File: src/aliquot_perfect_amicable_check_assert.svh
// ----------------------------------------------------------------------------
// Assertion macros for the aliquot sum check
// Concurrent assertion wrappers; empty when SYNTH is defined.
// ----------------------------------------------------------------------------
`ifndef ALIQUOT_PERFECT_AMICABLE_CHECK_ASSERT_SVH
`define ALIQUOT_PERFECT_AMICABLE_CHECK_ASSERT_SVH

`ifndef SYNTH
`define APAC_ASSERT_IMP(name, ante, cons) \
  name: assert property (@(posedge clk) disable iff (!rst_n) (ante) |-> (cons)) \
    else $error("apac assertion failed");
`define APAC_ASSERT_NXT(name, ante, cons) \
  name: assert property (@(posedge clk) disable iff (!rst_n) (ante) |=> (cons)) \
    else $error("apac assertion failed");
`else
`define APAC_ASSERT_IMP(name, ante, cons)
`define APAC_ASSERT_NXT(name, ante, cons)
`endif

`endif

File: src/apac_pkg.sv
// ----------------------------------------------------------------------------
// apac_pkg
// Widths, state types and status struct of the aliquot sum check.
// ----------------------------------------------------------------------------
package apac_pkg;

  localparam int NUM_W = 32;
  localparam int SUM_W = 35;
  localparam int DIV_W = 17;
  localparam int CNT_W = $clog2(NUM_W + 1);

  typedef struct packed {
    logic busy;
    logic done;
  } unit_stat_t;

  typedef enum logic [2:0] {
    SU_IDLE,
    SU_LAUNCH,
    SU_DIV,
    SU_ADDQ,
    SU_FIN
  } sum_state_t;

  typedef enum logic [1:0] {
    T_IDLE,
    T_PASS1,
    T_PASS2,
    T_DONE
  } top_state_t;

endpackage

File: src/apac_div.sv
// ----------------------------------------------------------------------------
// apac_div
// Bit-serial restoring divider: one quotient bit per cycle, NUM_W quotient bits.
// ----------------------------------------------------------------------------
module apac_div (
  input  logic                          clk,
  input  logic                          rst_n,
  input  logic                          start,
  input  logic [apac_pkg::NUM_W-1:0]    dividend,
  input  logic [apac_pkg::DIV_W-1:0]    divisor,
  output logic                          done,
  output logic [apac_pkg::NUM_W-1:0]    quo,
  output logic [apac_pkg::DIV_W-1:0]    rem
);

  logic [apac_pkg::CNT_W-1:0] cnt_r, cnt_nxt;
  logic                       done_r, done_nxt;
  logic [apac_pkg::NUM_W-1:0] quo_r, quo_nxt;
  logic [apac_pkg::DIV_W-1:0] rem_r, rem_nxt;
  logic [apac_pkg::DIV_W-1:0] dvs_r, dvs_nxt;
  logic [apac_pkg::DIV_W:0]   trial;
  logic [apac_pkg::DIV_W:0]   diff;

  always_comb begin
    trial    = {rem_r, quo_r[apac_pkg::NUM_W-1]};
    diff     = trial - {1'b0, dvs_r};
    cnt_nxt  = cnt_r;
    quo_nxt  = quo_r;
    rem_nxt  = rem_r;
    dvs_nxt  = dvs_r;
    done_nxt = 1'b0;
    if (start) begin
      cnt_nxt = apac_pkg::CNT_W'(apac_pkg::NUM_W);
      quo_nxt = dividend;
      rem_nxt = '0;
      dvs_nxt = divisor;
    end else if (cnt_r != '0) begin
      cnt_nxt  = cnt_r - apac_pkg::CNT_W'(1);
      done_nxt = (cnt_r == apac_pkg::CNT_W'(1));
      if (trial >= {1'b0, dvs_r}) begin
        rem_nxt = diff[apac_pkg::DIV_W-1:0];
        quo_nxt = {quo_r[apac_pkg::NUM_W-2:0], 1'b1};
      end else begin
        rem_nxt = trial[apac_pkg::DIV_W-1:0];
        quo_nxt = {quo_r[apac_pkg::NUM_W-2:0], 1'b0};
      end
    end
  end

  always_ff @(posedge clk) begin
    if (!rst_n) begin
      cnt_r  <= '0;
      done_r <= 1'b0;
    end else begin
      cnt_r  <= cnt_nxt;
      done_r <= done_nxt;
    end
    quo_r <= quo_nxt;
    rem_r <= rem_nxt;
    dvs_r <= dvs_nxt;
  end

  assign done = done_r;
  assign quo  = quo_r;
  assign rem  = rem_r;

endmodule

File: src/apac_sum.sv
// ----------------------------------------------------------------------------
// apac_sum
// Proper divisor sum by trial division, one candidate per divider run.
// ----------------------------------------------------------------------------
module apac_sum (
  input  logic                          clk,
  input  logic                          rst_n,
  input  logic                          start,
  input  logic [apac_pkg::NUM_W-1:0]    value,
  output apac_pkg::unit_stat_t          stat,
  output logic [apac_pkg::SUM_W-1:0]    sum
);

  apac_pkg::sum_state_t         state_r, state_nxt;
  logic [apac_pkg::NUM_W-1:0]   val_r, val_nxt;
  logic [apac_pkg::DIV_W-1:0]   d_r, d_nxt;
  logic [apac_pkg::SUM_W-1:0]   sum_r, sum_nxt;
  logic                         div_start;
  logic                         div_done;
  logic [apac_pkg::NUM_W-1:0]   quo;
  logic [apac_pkg::DIV_W-1:0]   rem;
  logic [apac_pkg::NUM_W-1:0]   d_ext;

  apac_div u_div (
    .clk      (clk),
    .rst_n    (rst_n),
    .start    (div_start),
    .dividend (val_r),
    .divisor  (d_r),
    .done     (div_done),
    .quo      (quo),
    .rem      (rem)
  );

  assign d_ext = {{(apac_pkg::NUM_W-apac_pkg::DIV_W){1'b0}}, d_r};

  always_comb begin
    state_nxt = state_r;
    val_nxt   = val_r;
    d_nxt     = d_r;
    sum_nxt   = sum_r;
    div_start = 1'b0;
    case (state_r)
      apac_pkg::SU_IDLE, apac_pkg::SU_FIN: begin
        state_nxt = apac_pkg::SU_IDLE;
        if (start) begin
          val_nxt = value;
          d_nxt   = apac_pkg::DIV_W'(2);
          if (value < apac_pkg::NUM_W'(2)) begin
            sum_nxt   = '0;
            state_nxt = apac_pkg::SU_FIN;
          end else begin
            sum_nxt   = apac_pkg::SUM_W'(1);
            state_nxt = apac_pkg::SU_LAUNCH;
          end
        end
      end
      apac_pkg::SU_LAUNCH: begin
        div_start = 1'b1;
        state_nxt = apac_pkg::SU_DIV;
      end
      apac_pkg::SU_DIV: begin
        if (div_done) begin
          if (d_ext > quo) begin
            state_nxt = apac_pkg::SU_FIN;
          end else if (rem == '0) begin
            sum_nxt = sum_r + apac_pkg::SUM_W'(d_r);
            if (quo != d_ext) begin
              state_nxt = apac_pkg::SU_ADDQ;
            end else begin
              d_nxt     = d_r + apac_pkg::DIV_W'(1);
              state_nxt = apac_pkg::SU_LAUNCH;
            end
          end else begin
            d_nxt     = d_r + apac_pkg::DIV_W'(1);
            state_nxt = apac_pkg::SU_LAUNCH;
          end
        end
      end
      apac_pkg::SU_ADDQ: begin
        sum_nxt   = sum_r + apac_pkg::SUM_W'(quo);
        d_nxt     = d_r + apac_pkg::DIV_W'(1);
        state_nxt = apac_pkg::SU_LAUNCH;
      end
      default: begin
        state_nxt = apac_pkg::SU_IDLE;
      end
    endcase
  end

  always_ff @(posedge clk) begin
    if (!rst_n) begin
      state_r <= apac_pkg::SU_IDLE;
    end else begin
      state_r <= state_nxt;
    end
    val_r <= val_nxt;
    d_r   <= d_nxt;
    sum_r <= sum_nxt;
  end

  assign stat.busy = (state_r != apac_pkg::SU_IDLE);
  assign stat.done = (state_r == apac_pkg::SU_FIN);
  assign sum       = sum_r;

endmodule

File: src/aliquot_perfect_amicable_check.sv
// ----------------------------------------------------------------------------
// aliquot_perfect_amicable_check
// Aliquot sum with perfect and amicable-low flags, bit-serial trial division.
// ----------------------------------------------------------------------------
// Channel  Ports                          Handshake
// in       in_number                      in_valid / in_ready
// out      out_aliquot_sum, out_is_*      out_valid / out_ready
// cfg      cfg_wdata (partner_limit)      cfg_we, no wait
//
// Each trial divisor takes one run of the bit-serial divider, which both passes
// share; a pass tries divisors up to about the square root of its number.
// The second pass runs only when n < s <= partner_limit.
// Synchronous active-low reset idles the core and sets partner_limit to all
// ones. One item is in work at a time; a finished result waits in the output
// register and the core holds until that register is free.
// ----------------------------------------------------------------------------
`include "aliquot_perfect_amicable_check_assert.svh"

module aliquot_perfect_amicable_check #(
  parameter int NUMBER_WIDTH = 32
) (
  input  logic                          clk,
  input  logic                          rst_n,
  input  logic                          in_valid,
  output logic                          in_ready,
  input  logic [apac_pkg::NUM_W-1:0]    in_number,
  output logic                          out_valid,
  input  logic                          out_ready,
  output logic [apac_pkg::SUM_W-1:0]    out_aliquot_sum,
  output logic                          out_is_perfect,
  output logic                          out_is_amicable_low,
  input  logic                          cfg_we,
  input  logic [apac_pkg::NUM_W-1:0]    cfg_wdata
);

  localparam int NW_EFF = (NUMBER_WIDTH > apac_pkg::NUM_W) ? apac_pkg::NUM_W : NUMBER_WIDTH;

  apac_pkg::top_state_t         state_r, state_nxt;
  logic [NW_EFF-1:0]            num_r, num_nxt;
  logic [apac_pkg::SUM_W-1:0]   s1_r, s1_nxt;
  logic                         perf_r, perf_nxt;
  logic                         amic_r, amic_nxt;
  logic [apac_pkg::NUM_W-1:0]   limit_r;
  logic                         out_valid_r, out_valid_nxt;
  logic [apac_pkg::SUM_W-1:0]   out_sum_r;
  logic                         out_perf_r;
  logic                         out_amic_r;
  logic                         out_load;
  logic [apac_pkg::NUM_W-1:0]   n_ext;
  logic [apac_pkg::NUM_W-1:0]   n_in;
  logic [apac_pkg::SUM_W-1:0]   n35;
  logic [apac_pkg::SUM_W-1:0]   lim35;
  logic                         sum_start;
  logic [apac_pkg::NUM_W-1:0]   sum_value;
  apac_pkg::unit_stat_t         sum_stat;
  logic [apac_pkg::SUM_W-1:0]   sum_res;

  apac_sum u_sum (
    .clk   (clk),
    .rst_n (rst_n),
    .start (sum_start),
    .value (sum_value),
    .stat  (sum_stat),
    .sum   (sum_res)
  );

  always_comb begin
    n_ext              = '0;
    n_ext[NW_EFF-1:0]  = num_r;
    n_in               = '0;
    n_in[NW_EFF-1:0]   = in_number[NW_EFF-1:0];
    n35   = {{(apac_pkg::SUM_W-apac_pkg::NUM_W){1'b0}}, n_ext};
    lim35 = {{(apac_pkg::SUM_W-apac_pkg::NUM_W){1'b0}}, limit_r};
  end

  always_comb begin
    state_nxt     = state_r;
    num_nxt       = num_r;
    s1_nxt        = s1_r;
    perf_nxt      = perf_r;
    amic_nxt      = amic_r;
    sum_start     = 1'b0;
    sum_value     = n_in;
    out_load      = 1'b0;
    out_valid_nxt = out_valid_r && !out_ready;
    case (state_r)
      apac_pkg::T_IDLE: begin
        if (in_valid) begin
          num_nxt   = in_number[NW_EFF-1:0];
          sum_start = 1'b1;
          state_nxt = apac_pkg::T_PASS1;
        end
      end
      apac_pkg::T_PASS1: begin
        if (sum_stat.done) begin
          s1_nxt   = sum_res;
          perf_nxt = (sum_res == n35) && (n_ext > apac_pkg::NUM_W'(1));
          amic_nxt = 1'b0;
          if ((sum_res > n35) && (sum_res <= lim35)) begin
            sum_start = 1'b1;
            sum_value = sum_res[apac_pkg::NUM_W-1:0];
            state_nxt = apac_pkg::T_PASS2;
          end else begin
            state_nxt = apac_pkg::T_DONE;
          end
        end
      end
      apac_pkg::T_PASS2: begin
        if (sum_stat.done) begin
          amic_nxt  = (sum_res == n35);
          state_nxt = apac_pkg::T_DONE;
        end
      end
      apac_pkg::T_DONE: begin
        if (!out_valid_r || out_ready) begin
          out_load      = 1'b1;
          out_valid_nxt = 1'b1;
          state_nxt     = apac_pkg::T_IDLE;
        end
      end
      default: begin
        state_nxt = apac_pkg::T_IDLE;
      end
    endcase
  end

  always_ff @(posedge clk) begin
    if (!rst_n) begin
      state_r     <= apac_pkg::T_IDLE;
      out_valid_r <= 1'b0;
      limit_r     <= '1;
    end else begin
      state_r     <= state_nxt;
      out_valid_r <= out_valid_nxt;
      if (cfg_we) begin
        limit_r <= cfg_wdata;
      end
    end
    num_r  <= num_nxt;
    s1_r   <= s1_nxt;
    perf_r <= perf_nxt;
    amic_r <= amic_nxt;
    if (out_load) begin
      out_sum_r  <= s1_r;
      out_perf_r <= perf_r;
      out_amic_r <= amic_r;
    end
  end

  assign in_ready            = (state_r == apac_pkg::T_IDLE);
  assign out_valid           = out_valid_r;
  assign out_aliquot_sum     = out_sum_r;
  assign out_is_perfect      = out_perf_r;
  assign out_is_amicable_low = out_amic_r;

  `APAC_ASSERT_IMP(a_idle_core, in_ready, !sum_stat.busy)
  `APAC_ASSERT_IMP(a_flag_excl, out_valid, !(out_is_perfect && out_is_amicable_low))
  `APAC_ASSERT_IMP(a_pass2_limit, state_r == apac_pkg::T_PASS2, s1_r <= lim35)
  `APAC_ASSERT_IMP(a_done_phase, sum_stat.done,
                   state_r == apac_pkg::T_PASS1 || state_r == apac_pkg::T_PASS2)

endmodule

File: config.mk
export PLATFORM = sky130hd
export DESIGN_NAME = aliquot_perfect_amicable_check
export DESIGN_NICKNAME = d
export VERILOG_FILES = /design/src/apac_pkg.sv /design/src/apac_div.sv /design/src/apac_sum.sv /design/src/aliquot_perfect_amicable_check.sv
export VERILOG_INCLUDE_DIRS = /design/src /design/src/src
export SDC_FILE = /design/constraint.sdc
export NUM_CORES = 1
export LEC_CHECK = 0
export ABC_AREA = 1
export BUFFER_PORTS_ARGS = -buffer_cell sky130_fd_sc_hd__buf_2
export CAP_MARGIN = 0
export CORE_MARGIN = 1.5
export CORE_UTILIZATION = 40
export CTS_CLUSTER_DIAMETER = 40
export DETAILED_ROUTE_END_ITERATION = 10
export SLEW_MARGIN = 20
export SYNTH_ARGS = -nofsm -noshare
export SYNTH_HDL_FRONTEND = slang
export SYNTH_SLANG_ARGS = --single-unit
File: constraint.sdc
create_clock -name clk -period 7 [get_ports clk]
set_input_delay 1.4 -clock clk [delete_from_list [all_inputs] [get_ports clk]]
set_output_delay 1.4 -clock clk [all_outputs]
set_load 0.05 [all_outputs]
==> out/metrics.csv <==
metric,value,unit
antenna_found_initial,0,
crit_buf_inv,3,
drv_slew,0,
wire_per_inst,17.3,um
ys_types,51,
drc_errors,0,
arrival,4.55,ns
die_w,207,um
period_share,62.3,%
setup-tns-final,0,ns
rows,74,
hold_viol_final,0,
avgSynthCellArea,8.92,sq um
cpLargestDelayFamily,simple AND/OR/NAND/NOR gates,
synth_warnings,0,
cts_hold_buf,0,
diodes,0,
cap_violations,0,
synth_top_area_share,43.3,%
cts_tree,built,
post_dp_cell_area,17700,sq um
cts_sinks,301,
syn_nets,2065,
setup_violations,0,
drt_wl_total,44300,um
slew-limit-headroom,34.3,%
synth_ff_type,edfxtp_1,
cts_buffer_depth,3,
setup.worst_path.start,u_sum.sum[6]$_SDFFCE_PP0P_,
numCtsBuffers,50,
ys_top_cells_by_count,"nand2_1 (342), inv_1 (329), edfxtp_1 (239)",
critPathKind,register to register,
synth_area_leaders,"edfxtp_1 (43%), ha_1 (10%), nand2_1 (7.7%)",
drtAntennaViolNets,0,
vdd_drop_max,215,uV
die_y,207,um
power_leakage,0.00880,uW
max_stage_delay,0.50,ns
vias,13049,
grt_max_degree,95,
top_level_ports,108,
hold_path_end,out_is_amicable_low$_DFFE_PP_,
syn2layout_area_growth,17.2,%
ff2ff_setup_slack,2.64,ns
fin_util,47.6,%
die_area,42700,sq um
cpMaxStageDelayCell,nand2_2,
synth_edf_count,239,
nFillCells,3834,
path_max_fanout,36,
nNetsFinal,2192,
grt.overflow.total,0,
dp_hpwl,32600,um
cts.repair.resized,0,
critPathLaunchType,register,
clock_latency,0.59,ns
grt_pass1_wl,69700,um
vias_per_cell,5.11,
hp-start,amic_r$_SDFFCE_PP0P_,
clk_pin_slew_worst_paths,0.06,ns
path_cells,ha_1 > nand2_1 > nor2_1 > nand3_1 > nor2_1 > nand3b_1 > nand2_2 > nand4_4 > buf_4 > a21oi_4 > buf_4 > nor2_1 > nor3_2 > buf_4,
hold_class,register to register,
io_buffer_count,107,
yosys.area.top_type,edfxtp_1,
start_util,40.6,%
globalplace.congestion,0.898,
seq_area_frac_synth,50.8,%
drt_iter0_markers,962,
status,"complete, no violations",
r2r_cells,14,
firstDrtPassIters,5,
coreArea,40800,sq um
rr_startpoint,u_sum.sum[6]$_SDFFCE_PP0P_,
post_cts.repair.setup_buffers,0,
grt_pass1_vias,12713,
synth_seq_cells,301,
async_flop_share,0,%
timing.final.crit_period,4.36,ns
drive_gt1_share,11.1,%
grt_usage,21.2,%
tightestPinTransition,0.985,ns
syn_inst,1857,
final_area,19400,sq um
synth_most_common_cell,nand2_1,
rsz0062_at_grt,false,
required,7.19,ns
cts_htree_levels,2,
cts_root_buf,clkbuf_16,
p_per_area,459,nW/um^2
max_clock_freq,229,MHz
cp-end-kind,register,
netlist_area,16600,sq um
whs_path_depth,0,
worst_clock_skew,0.0340,ns
r2r_end,u_sum.sum[15]$_SDFFCE_PP0P_,
==> layout by cell type (no fill, tap or decap), types with 4 or more instances in the layout <==
| cell | n |
|---|---|
| nand2_1 | 342 |
| inv_1 | 329 |
| edfxtp_1 | 239 |
| a21oi_1 | 181 |
| o21ai_0 | 163 |
| nor2_1 | 138 |
| ha_1 | 137 |
| buf_2 | 107 |
| dfxtp_1 | 62 |
| clkbuf_16 | 53 |
| nand4_1 | 50 |
| nand3_1 | 29 |
| o21a_1 | 18 |
| buf_4 | 14 |
| nor4_1 | 13 |
| nor3_1 | 12 |
| xor2_1 | 11 |
| o22ai_1 | 11 |
| inv_6 | 10 |
| a31oi_1 | 9 |
| xnor2_1 | 7 |
| clkbuf_1 | 6 |
| clkinv_2 | 5 |
| clkinvlp_4 | 5 |
| a21o_1 | 4 |
| o21ai_1 | 4 |
| bufinv_16 | 4 |
| clkinv_4 | 4 |
==> routing by layer <==
metal / GRT usage, % / routed length [um] / vias to the layer above
li1: - / - / 6570
met1: 29.3 / 20700 / 6113
met2: 34.7 / 20400 / 298
met3: 3.61 / 2270 / 68
met4: 5.28 / 882 / 0
met5: 0 / 0 / -
==> worst max path at each step <==
stage | to | cells after the start
6_report | u_sum.sum[15]$_SDFFCE_PP0P_ | 14
5_1_grt | u_sum.sum[30]$_SDFFCE_PP0P_ | 14
4_1_cts | u_sum.sum[30]$_SDFFCE_PP0P_ | 14
3_5_place_dp | u_sum.sum[33]$_SDFFCE_PP0P_ | 14
3_3_place_gp | u_sum.sum[24]$_SDFFCE_PP0P_ | 14
2_1_floorplan | u_sum.sum[0]$_DFFE_PP_ | 12
==> sequential cells by signal, summed over array words and instances (netlist names) <==
register	flops
out_aliquot_sum	35
u_sum.d_r	17
s1_r	35
n_ext	32
amic_r	1
u_sum.state_r	3
u_sum.sum	35
perf_r	1
u_sum.u_div.quo	32
out_is_amicable_low	1
u_sum.u_div.dvs_r	17
state_r	2
out_valid	1
u_sum.u_div.done	1
u_sum.u_div.rem	17
limit_r	32
u_sum.u_div.cnt_r	6
out_is_perfect	1
u_sum.val_r	32
==> stage by stage <==
stage                     setup slack (ns)  power, uW  hold slack [ns]  std cells
after floorplan                       1.14       5430            0.400       1857
after global placement                2.83       6330            0.402       2464
after detailed placement              2.74       6440            0.405       2464
after CTS                             2.72       8960            0.418       2556
after global routing                  2.41       9590            0.433       2556
final                                 2.64       8920            0.417       2556
==> logic make-up (layout without fill, tap and decap cells) <==
| family | count (synthesis) | count (layout) | share of synthesized area, % |
|---|---|---|---|
| AO/OA/AOI/OAI | 418 | 418 | 13.6 |
| AND/OR/NAND/NOR | 604 | 604 | 15.3 |
| buffers and inverters | 377 | 544 | 8.71 |
| adder cells (fa/ha/maj) | 139 | 139 | 10.6 |
| XOR/XNOR | 18 | 18 | 0.951 |
| flip-flops | 301 | 301 | 50.8 |
==> power by group <==
part           internal, uW  leakage (uW)  switching, uW
clock                  1560      0.000827            917
combinational          1100       0.00520           2280
sequential             2640       0.00277            408
==> area by class of cell <==
cell class                 count  area, sq um  area share (%)
sequential                   301         8420            43.3
multi-input combinational   1179         6750            34.8
clock buffer                  61         1380            7.09
inverter                     331         1240            6.40
tap                          532          666            3.43
timing repair buffer         121          641            3.30
clock inverter                31          324            1.67
Note: power is estimated with default switching activity, not from simulation.
